==> src/design/u8d_pkg.sv <==
// u8d_pkg: shared types and constants for the UTF-8 stream decoder.
// No dependencies; used by u8d_decode, u8d_fifo and utf8_stream_decoder.
`timescale 1ns / 1ps
`default_nettype none

package u8d_pkg;

    localparam int UNIT_W   = 21;
    localparam int ACC_W    = 31;
    localparam int NEED_W   = 3;
    localparam int BYTE_W   = 8;
    localparam int TDATA_W  = 24;
    localparam int CFG_W    = 32;
    localparam int ADDR_W   = 3;

    // result queue
    localparam int FIFO_DEPTH = 4;
    localparam int PTR_W      = $clog2(FIFO_DEPTH);
    localparam int CNT_W      = $clog2(FIFO_DEPTH + 1);

    localparam logic [UNIT_W-1:0] REPL_RESET = 21'h00FFFD;

    localparam logic [ACC_W-1:0] SURR_LO  = 31'h0000D800;
    localparam logic [ACC_W-1:0] SURR_HI  = 31'h0000DFFF;
    localparam logic [ACC_W-1:0] CP_LIMIT = 31'h00110000;

    // register index (paddr[2])
    typedef enum logic {
        REG_REPLACEMENT = 1'b0,
        REG_WIDE_OUTPUT = 1'b1
    } reg_idx_t;

    // results of one byte: optional code unit, then optional terminator
    typedef struct packed {
        logic              unit_valid;
        logic [UNIT_W-1:0] unit;
        logic              term_valid;
    } result_t;

endpackage

`default_nettype wire

==> src/design/u8d_decode.sv <==
// u8d_decode: sequence state (bytes needed, accumulator) and per-byte decode.
// Depends on u8d_pkg.
`timescale 1ns / 1ps
`default_nettype none

module u8d_decode (
    input  wire logic                        aclk,
    input  wire logic                        aresetn,
    input  wire logic                        fire,
    input  wire logic [u8d_pkg::BYTE_W-1:0]  in_byte,
    input  wire logic                        in_last,
    input  wire logic [u8d_pkg::UNIT_W-1:0]  subst_unit,
    input  wire logic                        wide,
    output u8d_pkg::result_t                 res
);

    logic [u8d_pkg::NEED_W-1:0] need_reg, need_next;
    logic [u8d_pkg::ACC_W-1:0]  acc_reg, acc_next;
    logic [u8d_pkg::ACC_W-1:0]  acc_shift;
    logic [u8d_pkg::UNIT_W-1:0] raw_val;
    logic                       bad_val;

    assign acc_shift = {acc_reg[u8d_pkg::ACC_W-7:0], in_byte[5:0]};
    assign bad_val   = ((acc_shift >= u8d_pkg::SURR_LO) && (acc_shift <= u8d_pkg::SURR_HI))
                       || (acc_shift >= u8d_pkg::CP_LIMIT);

    always_comb begin
        need_next      = need_reg;
        acc_next       = acc_reg;
        raw_val        = '0;
        res.unit_valid = 1'b0;
        res.term_valid = in_last;

        if (need_reg != '0) begin
            // non-continuation bytes inside a sequence are dropped
            if (in_byte[7:6] == 2'b10) begin
                acc_next  = acc_shift;
                need_next = need_reg - 1'b1;
                if (need_reg == u8d_pkg::NEED_W'(1)) begin
                    res.unit_valid = 1'b1;
                    raw_val = bad_val ? subst_unit : acc_shift[u8d_pkg::UNIT_W-1:0];
                end
            end
        end else if (in_byte[7] == 1'b0) begin
            acc_next       = u8d_pkg::ACC_W'(in_byte);
            res.unit_valid = 1'b1;
            raw_val        = u8d_pkg::UNIT_W'(in_byte);
        end else if (in_byte[7:5] == 3'b110) begin
            acc_next  = u8d_pkg::ACC_W'(in_byte[4:0]);
            need_next = u8d_pkg::NEED_W'(1);
        end else if (in_byte[7:4] == 4'b1110) begin
            acc_next  = u8d_pkg::ACC_W'(in_byte[3:0]);
            need_next = u8d_pkg::NEED_W'(2);
        end else if (in_byte[7:3] == 5'b11110) begin
            acc_next  = u8d_pkg::ACC_W'(in_byte[2:0]);
            need_next = u8d_pkg::NEED_W'(3);
        end else if (wide && (in_byte[7:2] == 6'b111110)) begin
            acc_next  = u8d_pkg::ACC_W'(in_byte[1:0]);
            need_next = u8d_pkg::NEED_W'(4);
        end else if (wide && (in_byte[7:1] == 7'b1111110)) begin
            acc_next  = u8d_pkg::ACC_W'(in_byte[0]);
            need_next = u8d_pkg::NEED_W'(5);
        end else begin
            res.unit_valid = 1'b1;
            raw_val        = subst_unit;
        end

        if (in_last) begin
            need_next = '0;
            acc_next  = '0;
        end

        // narrow mode keeps the low 16 bits
        res.unit = wide ? raw_val : {5'd0, raw_val[15:0]};
    end

    always_ff @(posedge aclk) begin
        if (!aresetn) begin
            need_reg <= '0;
            acc_reg  <= '0;
        end else if (fire) begin
            need_reg <= need_next;
            acc_reg  <= acc_next;
        end
    end

endmodule

`default_nettype wire

==> src/design/u8d_fifo.sv <==
// u8d_fifo: small result queue, up to two pushes and one pop per cycle.
// Depends on u8d_pkg.
`timescale 1ns / 1ps
`default_nettype none

module u8d_fifo (
    input  wire logic                        aclk,
    input  wire logic                        aresetn,
    input  wire logic                        push,
    input  wire u8d_pkg::result_t            res,
    output logic                             room,
    output logic                             m_tvalid,
    input  wire logic                        m_tready,
    output logic [u8d_pkg::TDATA_W-1:0]      m_tdata,   // [20:0] code_unit, [23:21] zero
    output logic                             m_tlast    // terminator
);

    logic [u8d_pkg::UNIT_W-1:0] unit_reg [u8d_pkg::FIFO_DEPTH];
    logic                       term_reg [u8d_pkg::FIFO_DEPTH];

    logic [u8d_pkg::PTR_W-1:0] wr_reg, wr_next, rd_reg, rd_next, wr_plus1;
    logic [u8d_pkg::CNT_W-1:0] cnt_reg, cnt_next;

    logic                       pop;
    logic [1:0]                 n_push;
    logic [u8d_pkg::UNIT_W-1:0] s0_unit;
    logic                       s0_term;

    assign pop      = m_tvalid && m_tready;
    assign room     = cnt_reg <= u8d_pkg::CNT_W'(u8d_pkg::FIFO_DEPTH - 2);
    assign wr_plus1 = wr_reg + 1'b1;

    always_comb begin
        n_push  = '0;
        s0_unit = res.unit;
        s0_term = 1'b0;
        if (push) begin
            n_push = 2'(res.unit_valid) + 2'(res.term_valid);
            if (!res.unit_valid) begin
                s0_unit = '0;
                s0_term = 1'b1;
            end
        end
        wr_next  = wr_reg + u8d_pkg::PTR_W'(n_push);
        rd_next  = rd_reg + u8d_pkg::PTR_W'(pop);
        cnt_next = cnt_reg + u8d_pkg::CNT_W'(n_push) - u8d_pkg::CNT_W'(pop);
    end

    always_ff @(posedge aclk) begin
        if (!aresetn) begin
            wr_reg  <= '0;
            rd_reg  <= '0;
            cnt_reg <= '0;
        end else begin
            wr_reg  <= wr_next;
            rd_reg  <= rd_next;
            cnt_reg <= cnt_next;
        end
    end

    // payload: first slot, then terminator in the second when both are present
    always_ff @(posedge aclk) begin
        if (n_push != 2'd0) begin
            unit_reg[wr_reg] <= s0_unit;
            term_reg[wr_reg] <= s0_term;
        end
        if (n_push == 2'd2) begin
            unit_reg[wr_plus1] <= '0;
            term_reg[wr_plus1] <= 1'b1;
        end
    end

    assign m_tvalid = cnt_reg != '0;
    assign m_tdata  = u8d_pkg::TDATA_W'(unit_reg[rd_reg]);
    assign m_tlast  = term_reg[rd_reg];

endmodule

`default_nettype wire

==> src/design/utf8_stream_decoder.sv <==
// utf8_stream_decoder: top level - APB registers, input register, decode, result queue.
// Depends on u8d_pkg, u8d_decode and u8d_fifo.
`timescale 1ns / 1ps
`default_nettype none

// Usage
//   s_ stream: one UTF-8 byte per transfer in s_tdata[7:0]; s_tlast marks the
//   final byte of a string.
//   m_ stream: one code unit per transfer in m_tdata[20:0]. m_tlast is set on
//   the closing zero unit that follows the last byte of each string.
//   APB: register 0 (addr 0x0) replacement character, 21 bits, reset 0xFFFD;
//   register 1 (addr 0x4) wide_output, 1 bit, reset 1. Write only while idle.
// Timing
//   A byte is taken into the input register, decoded combinationally from
//   it and written to a four-entry result queue whose head drives the m_
//   port; m_tvalid is derived from the registered queue count.
//   Sustained rate is one byte per cycle while the queue has room; a last
//   byte yields up to two results and the single m_ port then drains one
//   per cycle while m_tready is high, which is what limits rate.
// Stall and reset
//   When m_tready is low the queue fills; once fewer than two free entries
//   remain, decode holds and s_tready drops. Nothing is lost or repeated.
//   Reset empties the queue and input register, clears the sequence state
//   and restores both registers to their reset values.
module utf8_stream_decoder (
    input  wire logic                          aclk,
    input  wire logic                          aresetn,
    // input stream
    input  wire logic                          s_tvalid,
    output logic                               s_tready,
    input  wire logic [u8d_pkg::BYTE_W-1:0]    s_tdata,   // [7:0] in_byte
    input  wire logic                          s_tlast,   // last_byte
    // result stream
    output logic                               m_tvalid,
    input  wire logic                          m_tready,
    output logic [u8d_pkg::TDATA_W-1:0]        m_tdata,   // [20:0] code_unit, [23:21] zero
    output logic                               m_tlast,   // terminator
    // configuration
    input  wire logic                          psel,
    input  wire logic                          penable,
    input  wire logic                          pwrite,
    input  wire logic [u8d_pkg::ADDR_W-1:0]    paddr,
    input  wire logic [u8d_pkg::CFG_W-1:0]     pwdata,
    output logic [u8d_pkg::CFG_W-1:0]          prdata,
    output logic                               pready
);

    // configuration registers
    logic [u8d_pkg::UNIT_W-1:0] repl_reg;
    logic                       wide_reg;
    logic                       cfg_wr;
    u8d_pkg::reg_idx_t          cfg_idx;

    assign pready  = 1'b1;
    assign cfg_wr  = psel && penable && pwrite && pready;
    assign cfg_idx = u8d_pkg::reg_idx_t'(paddr[2]);

    always_ff @(posedge aclk) begin
        if (!aresetn) begin
            repl_reg <= u8d_pkg::REPL_RESET;
            wide_reg <= 1'b1;
        end else if (cfg_wr) begin
            case (cfg_idx)
                u8d_pkg::REG_REPLACEMENT: begin
                    repl_reg <= pwdata[u8d_pkg::UNIT_W-1:0];
                end
                u8d_pkg::REG_WIDE_OUTPUT: begin
                    wide_reg <= pwdata[0];
                end
                default: begin
                end
            endcase
        end
    end

    always_comb begin
        case (cfg_idx)
            u8d_pkg::REG_REPLACEMENT: prdata = u8d_pkg::CFG_W'(repl_reg);
            u8d_pkg::REG_WIDE_OUTPUT: prdata = u8d_pkg::CFG_W'(wide_reg);
            default:                  prdata = '0;
        endcase
    end

    // input register: refills in the same cycle it is consumed
    logic                       in_valid_reg;
    logic [u8d_pkg::BYTE_W-1:0] in_byte_reg;
    logic                       in_last_reg;
    logic                       room;
    logic                       fire;

    assign fire     = in_valid_reg && room;
    assign s_tready = !in_valid_reg || room;

    always_ff @(posedge aclk) begin
        if (!aresetn) begin
            in_valid_reg <= 1'b0;
        end else if (s_tready) begin
            in_valid_reg <= s_tvalid;
        end
    end

    always_ff @(posedge aclk) begin
        if (s_tready && s_tvalid) begin
            in_byte_reg <= s_tdata;
            in_last_reg <= s_tlast;
        end
    end

    u8d_pkg::result_t res;

    u8d_decode u_decode (
        .aclk       (aclk),
        .aresetn    (aresetn),
        .fire       (fire),
        .in_byte    (in_byte_reg),
        .in_last    (in_last_reg),
        .subst_unit (repl_reg),
        .wide       (wide_reg),
        .res        (res)
    );

    u8d_fifo u_fifo (
        .aclk     (aclk),
        .aresetn  (aresetn),
        .push     (fire),
        .res      (res),
        .room     (room),
        .m_tvalid (m_tvalid),
        .m_tready (m_tready),
        .m_tdata  (m_tdata),
        .m_tlast  (m_tlast)
    );

endmodule

`default_nettype wire
==> config.mk <==
export PLATFORM = sky130hd
export DESIGN_NAME = utf8_stream_decoder
export DESIGN_NICKNAME = d
export VERILOG_FILES = /design/src/design/u8d_pkg.sv /design/src/design/u8d_decode.sv /design/src/design/u8d_fifo.sv /design/src/design/utf8_stream_decoder.sv
export SDC_FILE = /design/constraint.sdc
export NUM_CORES = 1
export LEC_CHECK = 0
export BUFFER_PORTS_ARGS = -buffer_cell sky130_fd_sc_hd__buf_2
export CAP_MARGIN = 10
export CORE_MARGIN = 3
export CORE_UTILIZATION = 60
export CTS_CLUSTER_SIZE = 40
export DETAILED_ROUTE_END_ITERATION = 8
export PLACE_DENSITY_LB_ADDON = 0.15
export SETUP_SLACK_MARGIN = 0.4
export SLEW_MARGIN = 20
export SYNTH_ARGS = -nofsm -noshare
export SYNTH_HDL_FRONTEND = slang
export SYNTH_SLANG_ARGS = --single-unit
==> constraint.sdc <==
create_clock -name aclk -period 4.85 [get_ports aclk]
set_input_delay 0.2425 -clock aclk [delete_from_list [all_inputs] [get_ports aclk]]
set_output_delay 0.2425 -clock aclk [all_outputs]
set_load 0.005 [all_outputs]
==> results.md <==
- # diodes: 0
- Die H: 114 µm
- Synth Cell Area: 7010 µm²
- Dpl cells: 926
- Area of the die: 13000 µm²
- TritonCTS clock tree: built
- Clock Skews: 0.00541 ns
- Initial antenna violation count: 0
- Post-DP HPWL: 12200 µm
- RSZ-0062 raised after global routing: no
- Multiplexer share of the synthesized area: 0.108
- Simple-gate share of the synthesized area: 0.174
- Area growth, synth to finish: 16.4%
- Worst-path fanout max: 28
- First-pass GRT wire length: 30000 µm
- Worst Path Arrival: 4.05 ns
- R2R Setup Slk: 1.16 ns
- R2R depth: 9
- Total Wirelength: 18300 µm
- Clock buffer depth: 2
- Commonest non-fill, non-tap cell in the layout: dfxtp_1
- Total vias in the final route: 6006
- Hold_sp: pwdata[2]
- Area share of xor/xnor cells in the synthesized design: 0.00625
- Fmax: 271 MHz
- FF-to-FF Start: wide_reg
- Core Region: 11100 µm²
- Starting Density: 0.630
- Syn_area_per_cell: 9.38 µm²
- P_sw: 1.10 mW
- Comb pwr share: 0.236
- # clock sinks: 155
- Hold Path Class: in2reg
- # IOs: 111
- Main combinational cell family by area after synthesis: compound AO/OA/AOI/OAI gates
- Post_cts resized: 0
- DR DRC count: 0
- Status: completed
- Leakage: 3.18 nW
- DR iter-0 viols: 685
- Final min period: 3.69 ns
- Adder-cell share of the synthesized area: 0.0189
- Sw Ratio: 0.274
- CP required: 5.21 ns
- Site Rows: 38
- IO Port Bufs: 82
- Die Wd: 114 µm
- Grt total ovfl: 0
- Final period util: 0.762
- Max-slew violations: 0
- Int Pwr: 2.92 mW
- Peak VDD IR: 424 µV
- Tot GR Track Use: 0.293
- Layout cells sized above 1: 0.192
- CTS Root Cell: clkbuf_16
- Setup violators final: 0
- CP most frequent cell: a21oi_1
- Startpoint types: flip-flop
- Clock share of power: 0.343
- Setup TNS: 0 ns
- RePlAce Congestion: 0.930
- Slew HR: 0.273
- Post-route ant nets: 0
- Least-Margin Pin Slew: 1.09 ns
- Async SR Flop Fraction: 0
- Max reg flops: 84
- Synth warn: 0
- Max cap viols: 0
- Worst path max stage delay: 0.86 ns
- Register area: 3190 µm²
- Cells after Synth: 747
- Sequential share of the synthesized area: 0.456
- Router iterations before antenna repair: 6
- Cell Count, Final, Fillers Out: 967
- Via count of the first global-routing pass: 5790
- Number of hold buffers added after cts: 9
- Final Hold Viols: 0
- Crit path cell chain: a21bo_2 > a21oi_1 > o21ai_0 > ha_1 > nor2_1 > nor4b_4 > buf_4 > a21oi_1 > a221o_1
- Area of the multi-input gates: 3550 µm²
- Reg power frac: 0.421
- Slowest cell on crit path: a21oi_1
- Largest net degree at the start of global routing: 67
- H-tree levels: 4
- Hold path endpoint: repl_reg[2]
- Setup bufs post-CTS: 0
- CTS buffer count: 17
- Via-per-instance ratio: 6.21
- Number of unique standard cell types used by synthesis: 56
- Hold path cells: 3
- Layout Nets: 876
- Crit. End Element: flip-flop
- Layout fillers: 816
- WL/cell: 18.9 µm
- Yosys reg bits: 155
- Compound-Gate Fraction of Synth Area: 0.184
- Pwr Density: 493 nW/µm²
- EDFF count, synth: 9
- Clk slew on worst S/H paths: 0.06 ns
- Critical path class: reg2reg
- Ys flop type: dfxtp_1
- Most frequent cells in the layout: dfxtp_1, nand2_1, buf_2, o21ai_0, a21oi_1
- R2r endpoint: u_fifo.unit_reg[1][4]
- Worst skew pair latency: 0.42 ns
cells in the mapped netlist (5+ instances only):
cell type	instances	area share
a32oi_1	14	0.018
nand3_1	29	0.021
ha_1	9	0.016
inv_1	11	0.0059
edfxtp_1	9	0.039
nor2b_1	24	0.021
a32o_1	6	0.0086
nor2_1	36	0.019
clkbuf_1	39	0.021
a21oi_1	46	0.033
and2_1	12	0.011
o211ai_1	9	0.0096
nand2b_1	5	0.0045
a221o_1	24	0.034
mux4_2	22	0.071
buf_4	15	0.016
nand2_1	127	0.068
dfxtp_1	146	0.42
o21ai_0	66	0.047
mux2i_1	24	0.034
a21boi_0	9	0.0096
layer usage:
layer,up-vias,routed length (µm),global-route usage,share of wire
met3,32,1470,0.0650,0.080
met1,2882,7700,0.398,0.42
met2,278,8850,0.473,0.48
met4,0,261,0.0823,0.014
li1,2814,-,-,-
met5,-,0,0,0
cell families (layout without fill, tap and decap cells):
| group | Yosys count | after routing |
|---|---|---|
| AO/OA/AOI/OAI | 193 | 193 |
| XOR/XNOR | 5 | 5 |
| adder cells (fa/ha/maj) | 10 | 10 |
| buffers and inverters | 76 | 143 |
| flip-flops | 155 | 155 |
| multiplexers | 48 | 48 |
| other | 2 | 15 |
| AND/OR/NAND/NOR | 258 | 258 |
critical path, delay by kind of cell, from the launching register on:
family                   cells  cell delay (ns)
adder cells (fa/ha/maj)      1             0.37
AND/OR/NAND/NOR              2             0.55
AO/OA/AOI/OAI                5             1.85
flip-flops                   1             0.59
buffers and inverters        1             0.26
power by group through the flow:
stage               Combinational, mW  Clock [mW]  Sequential (mW)
floorplan                       0.696           0             1.65
global placement                0.906           0             1.70
detailed placement              0.938           0             1.71
CTS                             0.949        1.39             1.69
global route                     1.05        1.45             1.72
finish                          0.949        1.38             1.69
area by class of cell:
| type | instances | area share |
|---|---|---|
| clock buffers | 24 | 0.0578 |
| clock inverters | 7 | 0.0170 |
| inverters | 12 | 0.00552 |
| multi-input cells | 529 | 0.435 |
| flip-flops and latches | 155 | 0.392 |
| well taps | 140 | 0.0215 |
| repair buffers | 100 | 0.0721 |
worst max path at each step:
stage | startpoint | to | slack [ns] | cells after the start
after floorplan | wide_reg | u_fifo.unit_reg[2][1] | 1.97 | 10
after global placement | wide_reg | u_fifo.unit_reg[1][2] | 1.30 | 9
after detailed placement | wide_reg | u_fifo.unit_reg[1][4] | 1.27 | 9
after CTS | wide_reg | u_fifo.unit_reg[1][4] | 1.24 | 9
after global routing | wide_reg | u_fifo.unit_reg[1][2] | 1.01 | 9
final | wide_reg | u_fifo.unit_reg[1][4] | 1.16 | 9
per-stage QoR:
step / hold WS [ns] / setup slack (ns) / power, mW / utilization / area (µm²)
after detailed placement: 0.421 / 1.27 / 2.65 / 0.667 / 7420
after floorplan: 0.341 / 1.97 / 2.35 / - / 7060
after CTS: 0.0186 / 1.24 / 4.03 / 0.730 / 8120
after global placement: 0.419 / 1.30 / 2.60 / 0.667 / 7420
after global routing: 0.0274 / 1.01 / 4.23 / 0.733 / 8160
final: 0.0285 / 1.16 / 4.02 / 0.733 / 8160
Power figures use the tool's default switching activity.
